`src/rtl/sabh_pkg.sv`:
```
// ----------------------------------------------------------------------------
// sabh_pkg: shared types and constants
// Field widths, character constants, register indexes, FSM codes and the
// request/status structs between the core and the remainder unit.
// ----------------------------------------------------------------------------
package sabh_pkg;

  localparam int KEY_BYTE_W  = 8;
  localparam int HASH_W      = 32;
  localparam int SHIFT_W     = 5;
  localparam int BUCKET_W    = 20;
  localparam int CFG_INDEX_W = 4;
  localparam int CFG_DATA_W  = 20;

  localparam logic [KEY_BYTE_W-1:0] CHAR_A       = 8'h41;  // 'A'
  localparam logic [KEY_BYTE_W-1:0] CHAR_J       = 8'h4A;  // 'J'
  localparam logic [KEY_BYTE_W-1:0] CHAR_LOWER_A = 8'h61;  // 'a'
  localparam logic [KEY_BYTE_W-1:0] CHAR_LOWER_Z = 8'h7A;  // 'z'
  localparam logic [KEY_BYTE_W-1:0] CASE_OFFSET  = 8'h20;
  localparam logic [KEY_BYTE_W-1:0] NIBBLE_MASK  = 8'h0F;

  localparam logic [SHIFT_W-1:0] SHIFT_STEP = 5'd5;
  localparam logic [SHIFT_W-1:0] SHIFT_WRAP = 5'd25;
  localparam logic [SHIFT_W-1:0] SHIFT_DROP = 5'd24;
  localparam logic [SHIFT_W-1:0] SHIFT_MAX  = 5'd24;

  localparam logic [BUCKET_W-1:0] BUCKET_COUNT_RESET = 20'd101;

  localparam logic [CFG_INDEX_W-1:0] REG_FOLD_CASE    = 4'd0;
  localparam logic [CFG_INDEX_W-1:0] REG_BUCKET_COUNT = 4'd1;

  typedef enum logic [4:0] {
    ST_IDLE  = 5'b00001,
    ST_CHAR  = 5'b00010,
    ST_START = 5'b00100,
    ST_DIV   = 5'b01000,
    ST_LOAD  = 5'b10000
  } sabh_state_t;

  typedef struct packed {
    logic                start;
    logic [HASH_W-1:0]   dividend;
    logic [BUCKET_W-1:0] divisor;
  } sabh_div_req_t;

  typedef struct packed {
    logic busy;
    logic done;
  } sabh_div_status_t;

endpackage

```
`src/rtl/sabh_key_if.sv`:
```
// ----------------------------------------------------------------------------
// sabh_key_if: key byte channel
// Valid/ready channel carrying one key byte and its flags per transfer.
// ----------------------------------------------------------------------------
interface sabh_key_if;
  import sabh_pkg::*;

  logic                  valid;
  logic                  ready;
  logic [KEY_BYTE_W-1:0] key_byte;
  logic                  binary_key;
  logic                  end_of_key;
  logic                  empty_key;

  modport source (output valid, output key_byte, output binary_key,
                  output end_of_key, output empty_key, input ready);
  modport sink   (input valid, input key_byte, input binary_key,
                  input end_of_key, input empty_key, output ready);
endinterface

```
`src/rtl/sabh_bucket_if.sv`:
```
// ----------------------------------------------------------------------------
// sabh_bucket_if: bucket index channel
// Valid/ready channel carrying one bucket index per transfer.
// ----------------------------------------------------------------------------
interface sabh_bucket_if;
  import sabh_pkg::*;

  logic                valid;
  logic                ready;
  logic [BUCKET_W-1:0] bucket_index;

  modport source (output valid, output bucket_index, input ready);
  modport sink   (input valid, input bucket_index, output ready);
endinterface

```
`src/rtl/sabh_cfg_if.sv`:
```
// ----------------------------------------------------------------------------
// sabh_cfg_if: configuration write channel
// Valid/ready channel carrying a register index and write data.
// ----------------------------------------------------------------------------
interface sabh_cfg_if;
  import sabh_pkg::*;

  logic                   valid;
  logic                   ready;
  logic [CFG_INDEX_W-1:0] index;
  logic [CFG_DATA_W-1:0]  data;

  modport source (output valid, output index, output data, input ready);
  modport sink   (input valid, input index, input data, output ready);
endinterface

```
`src/rtl/sabh_divmod.sv`:
```
// ----------------------------------------------------------------------------
// sabh_divmod: iterative remainder unit
// Restoring division, one quotient bit per cycle.
// Only the remainder is kept. done pulses the cycle after the last step.
// ----------------------------------------------------------------------------
module sabh_divmod (
  input  logic                          clk,
  input  logic                          rst,
  input  sabh_pkg::sabh_div_req_t       req,
  output sabh_pkg::sabh_div_status_t    status,
  output logic [sabh_pkg::BUCKET_W-1:0] remainder
);
  import sabh_pkg::*;

  localparam int STEPS  = HASH_W;
  localparam int CNT_W  = $clog2(STEPS);
  localparam logic [CNT_W-1:0] LAST_STEP = CNT_W'(STEPS - 1);

  logic                busy;
  logic                done;
  logic [CNT_W-1:0]    cnt;
  logic [HASH_W-1:0]   dvd;
  logic [BUCKET_W-1:0] divisor;
  logic [BUCKET_W-1:0] rem;
  logic [BUCKET_W:0]   trial;
  logic [BUCKET_W:0]   diff;
  logic [BUCKET_W-1:0] rem_next;

  always_comb begin
    trial = {rem, dvd[HASH_W-1]};
    diff  = trial - {1'b0, divisor};
    // remainder stays below the divisor, so the low bits are enough
    rem_next = (trial >= {1'b0, divisor}) ? diff[BUCKET_W-1:0] : trial[BUCKET_W-1:0];
  end

  always_ff @(posedge clk) begin
    if (rst) begin
      busy <= 1'b0;
      done <= 1'b0;
      cnt  <= '0;
    end else begin
      done <= 1'b0;
      if (req.start) begin
        busy <= 1'b1;
        cnt  <= '0;
      end else if (busy) begin
        cnt <= cnt + 1'b1;
        if (cnt == LAST_STEP) begin
          busy <= 1'b0;
          done <= 1'b1;
        end
      end
    end
  end

  always_ff @(posedge clk) begin
    if (req.start) begin
      dvd     <= req.dividend;
      divisor <= req.divisor;
      rem     <= '0;
    end else if (busy) begin
      dvd <= {dvd[HASH_W-2:0], 1'b0};
      rem <= rem_next;
    end
  end

  assign status.busy = busy;
  assign status.done = done;
  assign remainder   = rem;

endmodule

```
`src/rtl/shift_add_string_bucket_hash_core.sv`:
```
// ----------------------------------------------------------------------------
// shift_add_string_bucket_hash_core: shift-add key hash with bucket modulo
// Accumulates a 32-bit shift-add hash over key bytes and returns the hash
// modulo the configured bucket count at the end of each key.
// ----------------------------------------------------------------------------
// Usage:
//   key    : one key byte per transfer with binary_key, end_of_key and
//            empty_key flags. ready is high only while the core is idle.
//   bucket : one bucket_index per key, sent on the transfer ending the key.
//   cfg    : register writes (0 fold_case, 1 bucket_count), always ready;
//            write only while no key is in flight.
// Throughput: one character is hashed per cycle by the shared shift-add
//   unit in the char state; a binary byte yields two characters (low
//   nibble, then high). Key bytes are not taken while a byte is hashed.
// Result path: a key-ending item passes the start state, the bit-serial
//   remainder unit (one quotient bit per cycle over 32 bits) and the load
//   state; with a zero bucket_count the remainder unit is skipped and the
//   index is 0.
// Stall: the result sits in an output register; the core keeps taking key
//   bytes while it waits and only holds in the load state if a second
//   result is ready before the first is taken.
// Reset: rst (synchronous) clears the hash, the shift, the output valid and
//   restores fold_case = 0, bucket_count = 101.
// ----------------------------------------------------------------------------
module shift_add_string_bucket_hash_core (
  input  logic         clk,
  input  logic         rst,
  sabh_key_if.sink     key,
  sabh_bucket_if.source bucket,
  sabh_cfg_if.sink     cfg
);
  import sabh_pkg::*;

  sabh_state_t         state;
  logic                fold_case;
  logic [BUCKET_W-1:0] bucket_count;
  logic [HASH_W-1:0]   acc;
  logic [SHIFT_W-1:0]  shift_amount;

  logic [KEY_BYTE_W-1:0] byte_q;
  logic                  bin_q;
  logic                  last_q;
  logic                  step_q;

  logic                out_valid;
  logic [BUCKET_W-1:0] out_data;
  logic [BUCKET_W-1:0] result_q;

  sabh_div_req_t       div_req;
  sabh_div_status_t    div_stat;
  logic [BUCKET_W-1:0] div_rem;

  logic                  key_xfer;
  logic                  has_char;
  logic                  out_free;
  logic [KEY_BYTE_W-1:0] nibble;
  logic [KEY_BYTE_W-1:0] bin_char;
  logic [KEY_BYTE_W-1:0] text_char;
  logic [KEY_BYTE_W-1:0] cur_char;
  logic [HASH_W-1:0]     char_ext;
  logic [HASH_W-1:0]     acc_next;
  logic [SHIFT_W-1:0]    shift_inc;
  logic [SHIFT_W-1:0]    shift_next;

  assign key.ready = (state == ST_IDLE);
  assign cfg.ready = 1'b1;
  assign key_xfer  = key.valid && key.ready;
  assign has_char  = !key.empty_key && (key.binary_key || (key.key_byte != '0));
  assign out_free  = !out_valid || bucket.ready;

  // shared shift-add unit: one character per cycle
  always_comb begin
    nibble    = (step_q ? (byte_q >> 4) : byte_q) & NIBBLE_MASK;
    bin_char  = (step_q ? CHAR_J : CHAR_A) + nibble;
    text_char = (fold_case && (byte_q >= CHAR_LOWER_A) && (byte_q <= CHAR_LOWER_Z))
                ? (byte_q - CASE_OFFSET) : byte_q;
    cur_char  = bin_q ? bin_char : text_char;
    char_ext  = {{(HASH_W-KEY_BYTE_W){cur_char[KEY_BYTE_W-1]}}, cur_char};
    acc_next  = acc + (char_ext << shift_amount);
    shift_inc = shift_amount + SHIFT_STEP;
    shift_next = (shift_inc >= SHIFT_WRAP) ? (shift_inc - SHIFT_DROP) : shift_inc;
  end

  always_comb begin
    div_req.start    = (state == ST_START) && (bucket_count != '0);
    div_req.dividend = acc;
    div_req.divisor  = bucket_count;
  end

  sabh_divmod u_divmod (
    .clk       (clk),
    .rst       (rst),
    .req       (div_req),
    .status    (div_stat),
    .remainder (div_rem)
  );

  // configuration registers
  always_ff @(posedge clk) begin
    if (rst) begin
      fold_case    <= 1'b0;
      bucket_count <= BUCKET_COUNT_RESET;
    end else if (cfg.valid && cfg.ready) begin
      case (cfg.index)
        REG_FOLD_CASE:    fold_case    <= cfg.data[0];
        REG_BUCKET_COUNT: bucket_count <= cfg.data;
        default:          ;
      endcase
    end
  end

  // sequencer, hash state and output valid
  always_ff @(posedge clk) begin
    if (rst) begin
      state        <= ST_IDLE;
      acc          <= '0;
      shift_amount <= '0;
      out_valid    <= 1'b0;
    end else begin
      // a new result load wins over the transfer of the old one
      if (state == ST_LOAD && out_free) begin
        out_valid <= 1'b1;
      end else if (bucket.valid && bucket.ready) begin
        out_valid <= 1'b0;
      end
      case (state)
        ST_IDLE: begin
          if (key_xfer) begin
            if (has_char) begin
              state <= ST_CHAR;
            end else if (key.end_of_key) begin
              state <= ST_START;
            end
          end
        end
        ST_CHAR: begin
          acc          <= acc_next;
          shift_amount <= shift_next;
          if (bin_q && !step_q) begin
            state <= ST_CHAR;
          end else if (last_q) begin
            state <= ST_START;
          end else begin
            state <= ST_IDLE;
          end
        end
        ST_START: begin
          state <= (bucket_count == '0) ? ST_LOAD : ST_DIV;
        end
        ST_DIV: begin
          if (div_stat.done) begin
            state <= ST_LOAD;
          end
        end
        ST_LOAD: begin
          if (out_free) begin
            acc          <= '0;
            shift_amount <= '0;
            state        <= ST_IDLE;
          end
        end
        default: state <= ST_IDLE;
      endcase
    end
  end

  // payload registers
  always_ff @(posedge clk) begin
    if (key_xfer) begin
      byte_q <= key.key_byte;
      bin_q  <= key.binary_key;
      last_q <= key.end_of_key;
      step_q <= 1'b0;
    end else if (state == ST_CHAR) begin
      step_q <= 1'b1;
    end
    if (state == ST_START) begin
      result_q <= '0;
    end else if (state == ST_DIV && div_stat.done) begin
      result_q <= div_rem;
    end
    if (state == ST_LOAD && out_free) begin
      out_data <= result_q;
    end
  end

  assign bucket.valid        = out_valid;
  assign bucket.bucket_index = out_data;

`ifndef SYNTHESIS
  a_shift_range: assert property (@(posedge clk) disable iff (rst)
    shift_amount <= SHIFT_MAX)
    else $error("shift amount out of range");

  a_load_clears: assert property (@(posedge clk) disable iff (rst)
    (state == ST_LOAD && out_free) |=> (out_valid && acc == '0 && shift_amount == '0))
    else $error("result load did not clear hash state");

  a_result_below_count: assert property (@(posedge clk) disable iff (rst)
    (out_valid && bucket_count != '0) |-> (bucket.bucket_index < bucket_count))
    else $error("bucket index not below bucket count");

  a_done_in_div: assert property (@(posedge clk) disable iff (rst)
    div_stat.done |-> (state == ST_DIV))
    else $error("remainder done outside divide state");

  a_no_accept_busy: assert property (@(posedge clk) disable iff (rst)
    div_stat.busy |-> !key.ready)
    else $error("key ready while remainder unit busy");
`endif

endmodule

```
`src/flat_wrapper.sv`:
```
// flat-port wrapper written by rule: the top's interface ports become plain ports
module shift_add_string_bucket_hash_core_flat import sabh_pkg::*;
  (clk, rst, key_valid, key_key_byte, key_binary_key, key_end_of_key, key_empty_key, key_ready, bucket_valid, bucket_bucket_index, bucket_ready, cfg_valid, cfg_index, cfg_data, cfg_ready);
  sabh_key_if key_i ();
  sabh_bucket_if bucket_i ();
  sabh_cfg_if cfg_i ();
  input  logic clk;
  input  logic rst;
  input wire logic [$bits(key_i.valid)-1:0] key_valid;
  input wire logic [$bits(key_i.key_byte)-1:0] key_key_byte;
  input wire logic [$bits(key_i.binary_key)-1:0] key_binary_key;
  input wire logic [$bits(key_i.end_of_key)-1:0] key_end_of_key;
  input wire logic [$bits(key_i.empty_key)-1:0] key_empty_key;
  output wire logic [$bits(key_i.ready)-1:0] key_ready;
  output wire logic [$bits(bucket_i.valid)-1:0] bucket_valid;
  output wire logic [$bits(bucket_i.bucket_index)-1:0] bucket_bucket_index;
  input wire logic [$bits(bucket_i.ready)-1:0] bucket_ready;
  input wire logic [$bits(cfg_i.valid)-1:0] cfg_valid;
  input wire logic [$bits(cfg_i.index)-1:0] cfg_index;
  input wire logic [$bits(cfg_i.data)-1:0] cfg_data;
  output wire logic [$bits(cfg_i.ready)-1:0] cfg_ready;
  assign key_i.valid = key_valid;
  assign key_i.key_byte = key_key_byte;
  assign key_i.binary_key = key_binary_key;
  assign key_i.end_of_key = key_end_of_key;
  assign key_i.empty_key = key_empty_key;
  assign key_ready = key_i.ready;
  assign bucket_valid = bucket_i.valid;
  assign bucket_bucket_index = bucket_i.bucket_index;
  assign bucket_i.ready = bucket_ready;
  assign cfg_i.valid = cfg_valid;
  assign cfg_i.index = cfg_index;
  assign cfg_i.data = cfg_data;
  assign cfg_ready = cfg_i.ready;
  shift_add_string_bucket_hash_core u_core (.clk(clk), .rst(rst), .key(key_i), .bucket(bucket_i), .cfg(cfg_i));
endmodule
```
`config.mk`:
```
export PLATFORM = sky130hd
export DESIGN_NAME = shift_add_string_bucket_hash_core_flat
export DESIGN_NICKNAME = d
export VERILOG_FILES = /design/src/rtl/sabh_pkg.sv /design/src/rtl/sabh_key_if.sv /design/src/rtl/sabh_bucket_if.sv /design/src/rtl/sabh_cfg_if.sv /design/src/rtl/sabh_divmod.sv /design/src/rtl/shift_add_string_bucket_hash_core.sv /design/src/flat_wrapper.sv
export SDC_FILE = /design/constraint.sdc
export NUM_CORES = 1
export LEC_CHECK = 0
export ABC_CLOCK_PERIOD_IN_PS = 5580
export BUFFER_PORTS_ARGS = -buffer_cell sky130_fd_sc_hd__buf_2
export CELL_PAD_IN_SITES_DETAIL_PLACEMENT = 2
export CELL_PAD_IN_SITES_GLOBAL_PLACEMENT = 2
export CORE_MARGIN = 1
export CORE_UTILIZATION = 38
export DETAILED_ROUTE_END_ITERATION = 12
export GPL_ROUTABILITY_DRIVEN = 0
export GPL_TIMING_DRIVEN = 0
export PLACE_DENSITY_LB_ADDON = 0.1
export SKIP_CTS_REPAIR_TIMING = 1
export SLEW_MARGIN = 30
export SYNTH_ARGS = -nofsm -noshare
export SYNTH_HDL_FRONTEND = slang
export SYNTH_SLANG_ARGS = --single-unit
```
`constraint.sdc`:
```
create_clock -name clk -period 5.58 [get_ports clk]
set_input_delay 0.558 -clock clk [delete_from_list [all_inputs] [get_ports clk]]
set_output_delay 0.558 -clock clk [all_outputs]
set_load 0.1 [all_outputs]
```
==> results, run 1 <==
- The sum of negative setup slack is 0 ns.
- In this run the number of H-tree levels came out at 4.
- The clock transition at the register clock pins on the worst setup and hold paths after CTS is 0.08 ns.
- STA puts the critical path data required time at 5.88 ns.
- The max-slew violation total from the final report is 0.
- After synthesis, the netlist uses 79 different library cells.
- The mean instance size in the synthesized netlist is 8.709 µm².
- In this run the count of I/O pins placed on the die edge is 63.
- The total congestion overflow after global routing is 0.
- The worst min-delay path endpoint is u_core.byte_q[7]$_DFFE_PP_.
- The Yosys step of the flow raised 0 warnings.
- The number of flops mapped to enable cells by yosys is 82.
- The number of global-route vias before repair came to 10,517.
- Leaving out fill and tap cells, the most frequent cell in the layout is sky130_fd_sc_hd__nand2_1.
- The worst path uses 95.90% of the clock period.
- Detailed placement ended at an HPWL of 27,360 µm.
- Entering global routing, the biggest net connects 23 pins.
- In this run the horizontal extent of the chip is 170.6 µm.
- Counting cells, the worst reg-to-reg path comes to 22.
- The mapped cell area is 10,810 µm².
- After routing the design area is 12,320 µm².
- The worst-case IR drop observed on VDD is 0.0002231 V.
- Counting flops and latches in the post-synthesis netlist gives 194.
- For this design the total switching power over the nets is 2.245 mW.
- In this run the most critical hold path is launched from key_key_byte[7].
- The fraction of registers with async set or reset after synthesis is 0%.
- The first global-routing pass estimated 57,830 µm of wire.
- The clock network accounts for 24.8% of the total power.
- Port buffering added 61 buffers.
- The routed via count is 9,566.
- After layout, the minimum clock period comes to 5.351 ns.
- The arrival time at the worst endpoint is 5.65 ns.
- The count of endpoints failing setup in the final report is 0.
- The final hold violation count is 0.
- The part of the total power dissipated in combinational logic is 39.5%.
- Net switching is 42.61% of the power.
- The number of buffers inserted during clock tree synthesis is 17.
- The cell-internal power is 3.024 mW.
- The tree is rooted in a sky130_fd_sc_hd__clkbuf_16.
- The die covers 29,120 µm².
- The cell count of the worst hold path is 1.
- The number of rows in the core area is 61.
- The effective utilization at floorplan is 38.80%.
- The count of TritonRoute iterations in the first routing pass is 6.
- The total area inside the core boundary comes to 27,860 µm².
- The worst setup path is launched from a register.
- The area fraction of the dominant cell type after synthesis is 22.78%.
- The insertion delay to the later sink of the worst-skew pair is 0.45 ns.
- The type of the worst setup path is register to register.
- Fill cells in the final layout number 3,166.
- The clock net in this run drives a total of 194 sinks.
- After detailed placement, the total cell area comes to 11,650 µm².
- The synthesized design spends more area on one cell type than any other, namely sky130_fd_sc_hd__edfxtp_1.
- The overall routed net length is 35,750 µm.
- The share of the Yosys chip area taken by registers is 43.53%.
- The all-layer global routing usage is 25.90%.
- In the post-synthesis netlist, the biggest area contributors are sky130_fd_sc_hd__edfxtp_1, sky130_fd_sc_hd__dfxtp_1, sky130_fd_sc_hd__nand2_1.
- The number of nets in the synthesized netlist is 1,342.
- The TritonCTS clock tree is built.
- The deepest clock path buffer count is 2.
- Summed over all cells, the static leakage comes to 4.979 nW.
- The highest net fanout along the worst path is 6.
- The antenna cell count is 0.
- The worst register-to-register path begins at u_core.byte_q[5]$_DFFE_PP_.
- In the routed design, unresolved DRC markers number 0.
- Using the TritonRoute via totals, the vias-per-cell ratio works out to 5.581.
- The remaining antenna violation count after routing is 0.
- The setup slack of the most critical reg-to-reg path is 0.23 ns.
- The area growth from synthesis to layout is 13.95%.
- The share of the core filled with cells in the final layout is 44.21%.
- The worst-case clock skew is 0.01570 ns.
- The number of nets in the finished design is 1,424.
- Synthesis produced a netlist whose cell count is 1,241.
- The worst min-delay path class is primary input to register.
- Registers are responsible for 35.7% of the overall power.
- Max-cap violations in this run came to 0.
- Measured along the y axis, the die boundary spans 170.6 µm.
- In the final layout, the share of cells above drive strength 1 is 10.25%.
- The measured slew at the worst slew-check pin is 0.8775 ns.
- The upper clock frequency limit is 186.9 MHz.
- The worst register-to-register path ends at u_core.acc[30]$_SDFFE_PP0P_.
- In the final routed layout, each cell accounts on average for 20.86 µm.
- The flow ran to the end, and the final reports show no timing, DRC or antenna violations.
- The detailed router finished its first iteration with 308 violations.
- The worst setup path is captured at a register.
- The remaining max-slew budget at the tightest pin is 41.14%.
- The power per unit of standard cell area is 427.8 nW/µm².
- Leaving out fill and tap cells, the most frequent cells in the layout are sky130_fd_sc_hd__nand2_1, sky130_fd_sc_hd__a21oi_1, sky130_fd_sc_hd__dfxtp_1.
- The flip-flop cell with the highest count after synthesis is sky130_fd_sc_hd__dfxtp_1.
- The number of antenna violations at the first check in global routing was 0.
-- layer usage --
layer  track usage, %  routed length (µm)  up-vias
li1                 -                   -     4596
met1            29.47               15030     4805
met2            49.28               19090      108
met3            2.845                 573       57
met4            9.597                1052        0
met5                0                   0        -
-- how the worst max path moves through the flow --
stage,endpoint,start,depth (start not counted)
detailed placement,u_core.acc[30]$_SDFFE_PP0P_,u_core.step_q$_SDFFE_PP0P_,21
global placement,u_core.acc[29]$_SDFFE_PP0P_,u_core.step_q$_SDFFE_PP0P_,21
finish,u_core.acc[30]$_SDFFE_PP0P_,u_core.byte_q[5]$_DFFE_PP_,22
floorplan,u_core.acc[29]$_SDFFE_PP0P_,u_core.step_q$_SDFFE_PP0P_,21
global route,u_core.acc[30]$_SDFFE_PP0P_,u_core.byte_q[5]$_DFFE_PP_,22
CTS,u_core.acc[30]$_SDFFE_PP0P_,u_core.step_q$_SDFFE_PP0P_,21
-- power by group through the flow --
stage | Sequential (mW) | Combinational [mW] | Clock, mW
2_1_floorplan | 1.93 | 1.39 | 0
3_3_place_gp | 1.91 | 1.95 | 0
3_5_place_dp | 1.90 | 2.06 | 0
4_1_cts | 1.88 | 2.08 | 1.33
5_1_grt | 1.90 | 2.28 | 1.39
6_report | 1.88 | 2.08 | 1.31
-- layout make-up --
cell class / instances / area [µm²] / share of cell area (%)
Buffer: 56 / 217.7 / 1.768
Clock buffer: 17 / 425.4 / 3.454
Inverter: 53 / 198.9 / 1.615
Clock inverter: 15 / 192.7 / 1.565
Multi-Input combinational cell: 937 / 5734 / 46.56
Sequential cell: 194 / 4706 / 38.21
Tap cell: 378 / 473.0 / 3.840
Timing Repair Buffer: 64 / 367.9 / 2.987
-- worst max-delay path: stages, from the launching register on --
cell and delay, ns:
sky130_fd_sc_hd__edfxtp_1 0.44, sky130_fd_sc_hd__inv_1 0.15, sky130_fd_sc_hd__mux2_2 0.30, sky130_fd_sc_hd__ha_1 0.26, sky130_fd_sc_hd__or3_1 0.33, sky130_fd_sc_hd__a21oi_1 0.18
sky130_fd_sc_hd__nor3_2 0.09, sky130_fd_sc_hd__mux2i_1 0.20, sky130_fd_sc_hd__o21ai_1 0.16, sky130_fd_sc_hd__a21oi_1 0.19, sky130_fd_sc_hd__nor2_1 0.07, sky130_fd_sc_hd__a31oi_2 0.22
sky130_fd_sc_hd__nor2_1 0.07, sky130_fd_sc_hd__ha_1 0.38, sky130_fd_sc_hd__a2111oi_1 0.47, sky130_fd_sc_hd__o21ai_0 0.16, sky130_fd_sc_hd__a32o_1 0.31, sky130_fd_sc_hd__a21oi_1 0.24
sky130_fd_sc_hd__o311a_1 0.28, sky130_fd_sc_hd__o21ai_2 0.11, sky130_fd_sc_hd__o22ai_1 0.22, sky130_fd_sc_hd__mux2i_1 0.29, sky130_fd_sc_hd__a21oi_1 0.09
-- synthesized netlist by cell type, types with 3 or more instances --
library cell               count
sky130_fd_sc_hd__nand2_1     235
sky130_fd_sc_hd__a21oi_1     140
sky130_fd_sc_hd__dfxtp_1     112
sky130_fd_sc_hd__nor2_1       83
sky130_fd_sc_hd__edfxtp_1     82
sky130_fd_sc_hd__ha_1         59
sky130_fd_sc_hd__o21ai_0      53
sky130_fd_sc_hd__clkbuf_1     52
sky130_fd_sc_hd__inv_1        50
sky130_fd_sc_hd__nand3_1      35
sky130_fd_sc_hd__xnor2_1      28
sky130_fd_sc_hd__mux2i_1      25
sky130_fd_sc_hd__a21o_1       24
sky130_fd_sc_hd__xor2_1       20
sky130_fd_sc_hd__a31oi_1      17
sky130_fd_sc_hd__nor2b_1      15
sky130_fd_sc_hd__nor3_1       15
sky130_fd_sc_hd__o21a_1       13
sky130_fd_sc_hd__nand2b_1     12
sky130_fd_sc_hd__o22ai_1      11
sky130_fd_sc_hd__a22oi_1      10
sky130_fd_sc_hd__nand4_1       9
sky130_fd_sc_hd__o211ai_1      9
sky130_fd_sc_hd__nor4_1        8
sky130_fd_sc_hd__o21bai_1      8
sky130_fd_sc_hd__a211oi_1      7
sky130_fd_sc_hd__o21ai_1       7
sky130_fd_sc_hd__mux2_2        6
sky130_fd_sc_hd__nand3b_1      6
sky130_fd_sc_hd__nor3b_1       6
sky130_fd_sc_hd__and2_1        5
sky130_fd_sc_hd__a311oi_1      4
sky130_fd_sc_hd__or2_2         4
sky130_fd_sc_hd__a22o_1        3
sky130_fd_sc_hd__and3_1        3
sky130_fd_sc_hd__o31ai_1       3
sky130_fd_sc_hd__or2_1         3
sky130_fd_sc_hd__or3_1         3
-- logic make-up (layout without fill, tap and decap cells) --
kind of cell    count (synthesis)  after routing  synth area share (%)
simple gates                  454            454                 18.85
compound gates                341            341                 19.58
flops                         194            194                 43.53
buf+inv                       110            205                 3.878
fa+ha+maj                      61             61                 7.201
xor+xnor                       48             48                 3.890
mux                            32             32                 3.045
other cells                     1              1               0.03470
-- per-stage QoR --
step | total power [mW] | hold WS (ns) | instances | setup WS [ns]
after floorplan | 3.320 | 0.4081 | 1241 | 0.7963
after global placement | 3.860 | 0.4124 | 1680 | -0.1066
after detailed placement | 3.961 | 0.4199 | 1682 | -0.2312
after CTS | 5.294 | 0.2813 | 1714 | -0.2979
after global routing | 5.566 | 0.2834 | 1714 | -0.007840
final | 5.269 | 0.2983 | 1714 | 0.2286
-- flip-flops by register name (all words and copies together), names as in the netlist --
register / count
u_core.byte_q: 8
u_core.bin_q: 1
u_core.u_divmod.cnt: 5
u_core.bucket.valid: 1
u_core.bucket.bucket_index: 20
u_core.bucket_count: 20
u_core.u_divmod.divisor: 20
u_core.result_q: 20
u_core.u_divmod.remainder: 20
u_core.fold_case: 1
u_core.u_divmod.done: 1
u_core.acc: 32
u_core.last_q: 1
u_core.u_divmod.dvd: 32
u_core.u_divmod.busy: 1
u_core.step_q: 1
u_core.state: 5
u_core.shift_amount: 5
Note: power is estimated with default switching activity, not from simulation.
==> run 2: changes to the inputs <==
Settings changed: CORE_ASPECT_RATIO from default to 0.6.
==> results, run 2 (synthesized netlist as in run 1, its figures left out) <==
- The total of buffers placed on input and output ports is 61 (unchanged).
- The remaining max-slew budget at the tightest pin is 35.27% (-5.9 points).
- The DRC violation total after the first TritonRoute iteration came to 561 (+82%).
- The fraction of the cycle the final worst path needs came to 95.00% (-0.90 points).
- TritonCTS built the clock tree.
- The final reports fail on DRC.
- The HPWL after detailed placement is 29,780 µm (+8.8%).
- The die area came to 29,140 µm² (about the same).
- The vertical extent of the die was 132.6 µm (-22%).
- The largest stage delay on the critical path is 0.47 ns (about the same).
- The total congestion overflow after global routing came to 0 (unchanged).
- The worst setup path is of the register to register kind.
- The time the worst path needs with I/O delays and setup is 5.301 ns (-0.05039 ns).
- The arrival time at the worst endpoint is 5.69 ns (+0.04 ns).
- The max-slew violation total from the final report is 0 (unchanged).
- The leakage power summed over all cells is 4.999 nW (+0.40%).
- The peak supply drop is 0.0004493 V (+100%).
- The fraction of layout cells with a size suffix above 1 is 10.77% (+0.52 points).
- The startpoint identified for the worst hold timing path is key_end_of_key.
- The count of endpoints failing setup in the final report is 0 (unchanged).
- The routed via count was 9,798 (+2.4%).
- The H-tree level count was 4 (unchanged).
- The worst-case clock skew is 0.01559 ns (-0.0001091 ns).
- The share of total power in sequential cells is 35.1% (-0.6 points).
- The number of buffers inserted during clock tree synthesis was 17 (unchanged).
- The upper clock frequency limit is 188.6 MHz (+0.95%).
- The measured slew at the worst slew-check pin is 0.9709 ns (+0.09341 ns).
- The placement-stage cell area is 11,640 µm² (-0.12%).
- The number of remaining DRC errors is 6 (+6).
- The number of global-route vias before repair is 10,267 (-2.4%).
- The fraction of power consumed by the clock network is 25.6% (+0.8 points).
- The insertion delay to the later sink of the worst-skew pair came to 0.47 ns (+0.02 ns).
- The all-layer global routing usage came to 27.37% (+1.5 points).
- The die width is 219.7 µm (+29%).
- The count of TritonRoute iterations in the first routing pass is 11 (+5).
- The pin count of the biggest net entering global routing was 23 (unchanged).
- The worst slack after detailed placement is -0.2200 ns (+0.01123 ns).
- The worst path setup slack after routing is 0.2789 ns (+0.05039 ns).
- The final hold violation count is 0 (unchanged).
- The switching power share of the total is 42.02% (-0.59 points).
- The effective utilization at floorplan is 38.94% (+0.14 points).
- The signal on the critical path passes through inv_2 -> mux2_2 -> ha_1 -> o21ai_1 -> a21oi_1 -> nor3_2 -> a21oi_1 -> mux2_2 -> or2_1 -> mux2i_2 -> nor2b_1 -> ha_1 -> nand3_1 -> nor3_1 -> a221o_2 -> a2111oi_4 -> nor2_2 -> a221o_1 -> a21oi_2 -> a211oi_1 -> a211oi_2.
- The count of fill cells added during filler insertion was 3,081 (-2.7%).
- The antenna cell count is 0 (unchanged).
- The critical path buffer and inverter count is 1 (unchanged).
- The flow ran to the end, but the final reports show violations.
- The top cell types in the final layout, fill and taps aside, are sky130_fd_sc_hd__nand2_1, sky130_fd_sc_hd__a21oi_1, sky130_fd_sc_hd__dfxtp_1.
- In the final layout, the registers with the most flip-flops are u_core.acc: 32 flops, u_core.u_divmod.dvd: 32 flops.
- Clock tree synthesis selected as its root buffer the cell sky130_fd_sc_hd__clkbuf_16.
- The number of antenna violations at the first check in global routing is 0 (unchanged).
- The area of the core region is 27,760 µm² (-0.36%).
- The remaining antenna violation count after routing came to 0 (unchanged).
- The setup slack of the most critical reg-to-reg path came to 0.28 ns (+0.05 ns).
- The worst setup path is captured at a register.
- The clock transition at the register clock pins on the worst setup and hold paths after CTS is 0.08 ns (about the same).
- The master of the slowest instance on the critical path is sky130_fd_sc_hd__a2111oi_4.
- The cell depth of the worst flop-to-flop path came to 21 (-4.5%).
- The cell count of the worst hold path was 1 (unchanged).
- The worst hold path terminates at u_core.last_q$_DFFE_PP_.
- The sum of negative setup slack was 0 ns (unchanged).
- The number of sinks on the clock net came to 194 (unchanged).
- The number of rows in the core area is 47 (-23%).
- The global-route wire length before repair is 60,290 µm (+4.2%).
- The cell-internal power is 3.148 mW (+4.1%).
- The final worst hold slack is 0.2790 ns (-0.01930 ns).
- The net switching component of the power was 2.282 mW (+1.6%).
- The area growth from synthesis to layout is 14.61%.
- The highest net fanout along the worst path came to 5 (-1).
- The worst min-delay path class is primary input to register.
- The count of non-filler cells in the finished layout came to 1,704 (-0.58%).
- The number of nets in the finished design was 1,425 (+0.070%).
- The worst endpoint required time is 5.97 ns (+0.09 ns).
- The deepest clock path buffer count is 2 (unchanged).
- The power per unit of standard cell area is 438.4 nW/µm² (+2.5%).
- The endpoint identified for the worst register-to-register timing path is u_core.acc[29]$_SDFFE_PP0P_.
- The number of I/O pins is 63 (unchanged).
- The launch instance of the worst register-to-register path is u_core.byte_q[5]$_DFFE_PP_.
- The part of the total power dissipated in combinational logic is 39.3% (-0.2 points).
- Broken down by cell family, the worst path's largest delay share belongs to compound AO/OA/AOI/OAI gates.
- The wire length per cell was 22.76 µm (+9.1%).
- The element type at the critical path start is a register.
- The post-placement cell count came to 1,671 (-0.65%).
- The per-cell via count in the routed design came to 5.750 (+3.0%).
- The most common library cell in the layout ignoring fill and taps is sky130_fd_sc_hd__nand2_1.
- The number of maximum-capacitance constraint violations is 0 (unchanged).
- The overall routed net length is 38,780 µm (+8.5%).
- The final design instance area without fill is 12,390 µm² (+0.58%).
-- run 2: area by class of cell --
cell class                      count  area, µm²  share of cell area [%]
Buffer                             56      217.7                   1.758
Tap cell                          367      459.2                   3.707
Inverter                           53      198.9                   1.606
Multi-Input combinational cell    937       5767                   46.56
Clock buffer                       17      425.4                   3.434
Sequential cell                   194       4706                   37.99
Clock inverter                     15      237.7                   1.919
Timing Repair Buffer               65      375.4                   3.030
-- run 2: worst max path at each step --
stage | startpoint | end | cells after the start
3_5_place_dp | u_core.step_q$_SDFFE_PP0P_ | u_core.acc[28]$_SDFFE_PP0P_ | 21
5_1_grt | u_core.byte_q[5]$_DFFE_PP_ | u_core.acc[28]$_SDFFE_PP0P_ | 22
2_1_floorplan | u_core.step_q$_SDFFE_PP0P_ | u_core.acc[29]$_SDFFE_PP0P_ | 21
3_3_place_gp | u_core.step_q$_SDFFE_PP0P_ | u_core.acc[28]$_SDFFE_PP0P_ | 21
4_1_cts | u_core.step_q$_SDFFE_PP0P_ | u_core.acc[28]$_SDFFE_PP0P_ | 21
6_report | u_core.byte_q[5]$_DFFE_PP_ | u_core.acc[29]$_SDFFE_PP0P_ | 21
-- run 2: power by group through the flow --
stage                     Sequential, mW  Clock (mW)  Combinational, mW
after floorplan                     1.93           0               1.39
after global routing                1.92        1.47               2.30
after detailed placement            1.92           0               2.06
after global placement              1.90           0               1.95
final                               1.91        1.39               2.13
after CTS                           1.89        1.41               2.09
-- run 2: per-stage QoR --
stage / total power [mW] / util, %
2_1_floorplan: 3.320 / -
3_3_place_gp: 3.851 / 41.69
3_5_place_dp: 3.972 / 41.94
4_1_cts: 5.382 / 44.33
5_1_grt: 5.691 / 44.63
6_report: 5.430 / 44.63
-- run 2: metal layers --
| metal | vias to the layer above | track usage [%] | share of wire, % | routed length (µm) |
|---|---|---|---|---|
| met5 | - | 0 | 0 | 0 |
| met4 | 0 | 6.475 | 1.3 | 487 |
| met1 | 4934 | 42.20 | 53 | 20670 |
| li1 | 4606 | - | - | - |
| met3 | 38 | 4.920 | 4.9 | 1884 |
| met2 | 220 | 38.87 | 41 | 15730 |
==> run 3: changes to the inputs <==
Settings changed: CORE_ASPECT_RATIO 0.6 to 1.75.
==> results, run 3 (synthesized netlist as in run 1, its figures left out) <==
- The sum of negative setup slack was 0 ns (unchanged).
- The largest registers in the layout are u_core.acc: 32 flops, u_core.u_divmod.dvd: 32 flops.
- The worst-case clock skew is 0.01437 ns (-0.001222 ns).
- The share of total power in sequential cells is 36.2% (+1.1 points).
- The wire length per cell is 22.23 µm (-2.3%).
- The highest net fanout along the worst path is 8 (+3).
- The timing startpoint of the critical path is u_core.byte_q[2]$_DFFE_PP_.
- The most common library cell in the layout ignoring fill and taps is sky130_fd_sc_hd__nand2_1.
- The worst min-delay path class is primary input to register.
- The per-cell via count in the routed design is 5.641 (-1.9%).
- The number of sinks on the clock net is 194 (unchanged).
- The library cells used most frequently in the layout, excluding fill and tap cells, are sky130_fd_sc_hd__nand2_1, sky130_fd_sc_hd__a21oi_1, sky130_fd_sc_hd__dfxtp_1.
- The number of I/O pins is 63 (unchanged).
- The setup slack of the most critical reg-to-reg path is 0.32 ns (+0.04 ns).
- The number of buffers inserted during clock tree synthesis was 17 (unchanged).
- The number of maximum-capacitance constraint violations is 0 (unchanged).
- The worst path setup slack after routing came to 0.3185 ns (+0.03952 ns).
- The switching power share of the total is 42.77% (+0.75 points).
- The worst slack after detailed placement was -0.3695 ns (-0.1495 ns).
- The worst flop-to-flop path endpoint is u_core.acc[28]$_SDFFE_PP0P_.
- STA classifies the critical path startpoint as a register.
- The global-route wire length before repair was 58,840 µm (-2.4%).
- The flow ran to the end, and the final reports show no timing, DRC or antenna violations.
- The time the worst path needs with I/O delays and setup is 5.262 ns (-0.03951 ns).
- The fraction of power consumed by the clock network came to 22.9% (-2.7 points).
- Setup repair after global routing left no endpoint under its margin.
- The die area is 29,150 µm² (about the same).
- The deepest clock path buffer count is 2 (unchanged).
- The worst endpoint required time is 5.98 ns (about the same).
- The number of global-route vias before repair is 10,608 (+3.3%).
- The launch instance of the worst register-to-register path is u_core.byte_q[2]$_DFFE_PP_.
- The all-layer global routing usage was 27.13% (-0.23 points).
- The remaining max-slew budget at the tightest pin is 38.36% (+3.1 points).
- The fraction of the cycle the final worst path needs is 94.29% (-0.71 points).
- The area growth from synthesis to layout is 14.03%.
- The arrival time at the worst endpoint is 5.66 ns (-0.03 ns).
- The peak supply drop is 0.0002561 V (-43%).
- The number of antenna violations at the first check in global routing is 0 (unchanged).
- The H-tree level count is 4 (unchanged).
- The capture point of the worst path is u_core.acc[28]$_SDFFE_PP0P_.
- The cell-internal power was 3.015 mW (-4.2%).
- The measured slew at the worst slew-check pin is 0.9185 ns (-0.05242 ns).
- The overall routed net length is 38,100 µm (-1.7%).
- The final hold violation count was 0 (unchanged).
- The DRC violation total after the first TritonRoute iteration is 282 (-50%).
- The buffer type at the clock tree root is sky130_fd_sc_hd__clkbuf_16.
- The area of the core region was 27,970 µm² (+0.78%).
- The insertion delay to the later sink of the worst-skew pair came to 0.46 ns (about the same).
- The worst setup path is captured at a register.
- The worst setup path is of the register to register kind.
- The cell depth of the worst flop-to-flop path is 17 (-19%).
- The net switching component of the power is 2.254 mW (-1.2%).
- The max-slew violation total from the final report is 0 (unchanged).
- The final worst hold slack is 0.2915 ns (+0.01254 ns).
- The routed via count was 9,669 (-1.3%).
- The number of rows in the core area came to 81 (+72%).
- The TritonCTS clock tree is built.
- The total of buffers placed on input and output ports is 61 (unchanged).
- The total congestion overflow after global routing is 0 (unchanged).
- The number of remaining DRC errors came to 0 (-6).
- The count of fill cells added during filler insertion is 3,226 (+4.7%).
- The pin count of the biggest net entering global routing is 23 (unchanged).
- The die width came to 129.5 µm (-41%).
- The effective utilization at floorplan is 38.64% (-0.30 points).
- The leakage power summed over all cells is 4.991 nW (-0.17%).
- The part of the total power dissipated in combinational logic is 40.9% (+1.6 points).
- The fraction of layout cells with a size suffix above 1 was 10.59% (-0.18 points).
- The count of endpoints failing setup in the final report is 0 (unchanged).
- The remaining antenna violation count after routing was 0 (unchanged).
- The clock transition at the register clock pins on the worst setup and hold paths after CTS is 0.07 ns (about the same).
- The number of nets in the finished design is 1,429 (+0.28%).
- The antenna cell count was 0 (unchanged).
- The upper clock frequency limit is 190.1 MHz (+0.75%).
- The count of TritonRoute iterations in the first routing pass came to 4 (-7).
- The HPWL after detailed placement is 29,560 µm (-0.73%).
- The power per unit of standard cell area was 427.5 nW/µm² (-2.5%).
- The vertical extent of the die was 225.1 µm (+70%).
## run 3: cell type report
type,count,area [µm²],share of cell area (%)
multi-input cells,937,5774,46.85
plain buffers,56,217.7,1.767
inverters,53,198.9,1.614
well taps,373,466.7,3.787
flip-flops and latches,194,4706,38.18
clock inverters,12,108.9,0.8832
clock buffers,20,446.7,3.624
repair buffers,69,405.4,3.289
## run 3: how the worst min path moves through the flow
stage                                      from                                       end  slack, ns  cells past startpoint
5_1_grt                         key_key_byte[6]                u_core.byte_q[6]$_DFFE_PP_       0.29                      1
3_3_place_gp   u_core.result_q[11]$_SDFFE_PP0P_  u_core.bucket.bucket_index[11]$_DFFE_PP_       0.41                      0
2_1_floorplan   u_core.result_q[0]$_SDFFE_PP0P_   u_core.bucket.bucket_index[0]$_DFFE_PP_       0.41                      0
6_report                        key_key_byte[6]                u_core.byte_q[6]$_DFFE_PP_       0.29                      1
3_5_place_dp    u_core.result_q[3]$_SDFFE_PP0P_   u_core.bucket.bucket_index[3]$_DFFE_PP_       0.42                      0
4_1_cts                         key_key_byte[6]                u_core.byte_q[6]$_DFFE_PP_       0.27                      1
## run 3: per-stage QoR
| step | cells | area, µm² | util [%] | total power, mW |
|---|---|---|---|---|
| floorplan | 1241 | 10810 | - | 3.320 |
| global placement | 1675 | 11580 | 41.40 | 3.920 |
| detailed placement | 1677 | 11650 | 41.64 | 4.011 |
| CTS | 1709 | 12200 | 43.63 | 5.237 |
| global route | 1714 | 12320 | 44.06 | 5.527 |
| finish | 1714 | 12320 | 44.06 | 5.269 |
## run 3: layer usage
layer / wire [µm] / GRT usage (%)
met1: 13200 / 24.92
met2: 21970 / 54.94
met3: 757 / 3.704
met4: 2175 / 15.23
met5: 0 / 0
## run 3: power groups by stage
stage / Sequential [mW] / Clock, mW / Combinational, mW
after floorplan: 1.93 / 0 / 1.39
after global placement: 1.92 / 0 / 2.00
after detailed placement: 1.92 / 0 / 2.09
after CTS: 1.89 / 1.23 / 2.11
after global routing: 1.93 / 1.28 / 2.32
final: 1.91 / 1.21 / 2.15
## run 3: worst max-delay path, stage by stage, from the launching register on
cell                        delay, ns
sky130_fd_sc_hd__edfxtp_1        0.55
sky130_fd_sc_hd__nor4_4          0.40
sky130_fd_sc_hd__a21oi_1         0.12
sky130_fd_sc_hd__and4_1          0.20
sky130_fd_sc_hd__o311ai_1        0.50
sky130_fd_sc_hd__nand3_1         0.34
sky130_fd_sc_hd__o21ai_1         0.37
sky130_fd_sc_hd__nor2_1          0.10
sky130_fd_sc_hd__ha_1            0.34
sky130_fd_sc_hd__a2111oi_0       0.42
sky130_fd_sc_hd__o21ai_1         0.22
sky130_fd_sc_hd__a32o_2          0.34
sky130_fd_sc_hd__a21oi_1         0.23
sky130_fd_sc_hd__o311a_1         0.32
sky130_fd_sc_hd__o21ai_2         0.12
sky130_fd_sc_hd__a21oi_1         0.21
sky130_fd_sc_hd__mux2_1          0.35
sky130_fd_sc_hd__nand3_1         0.08
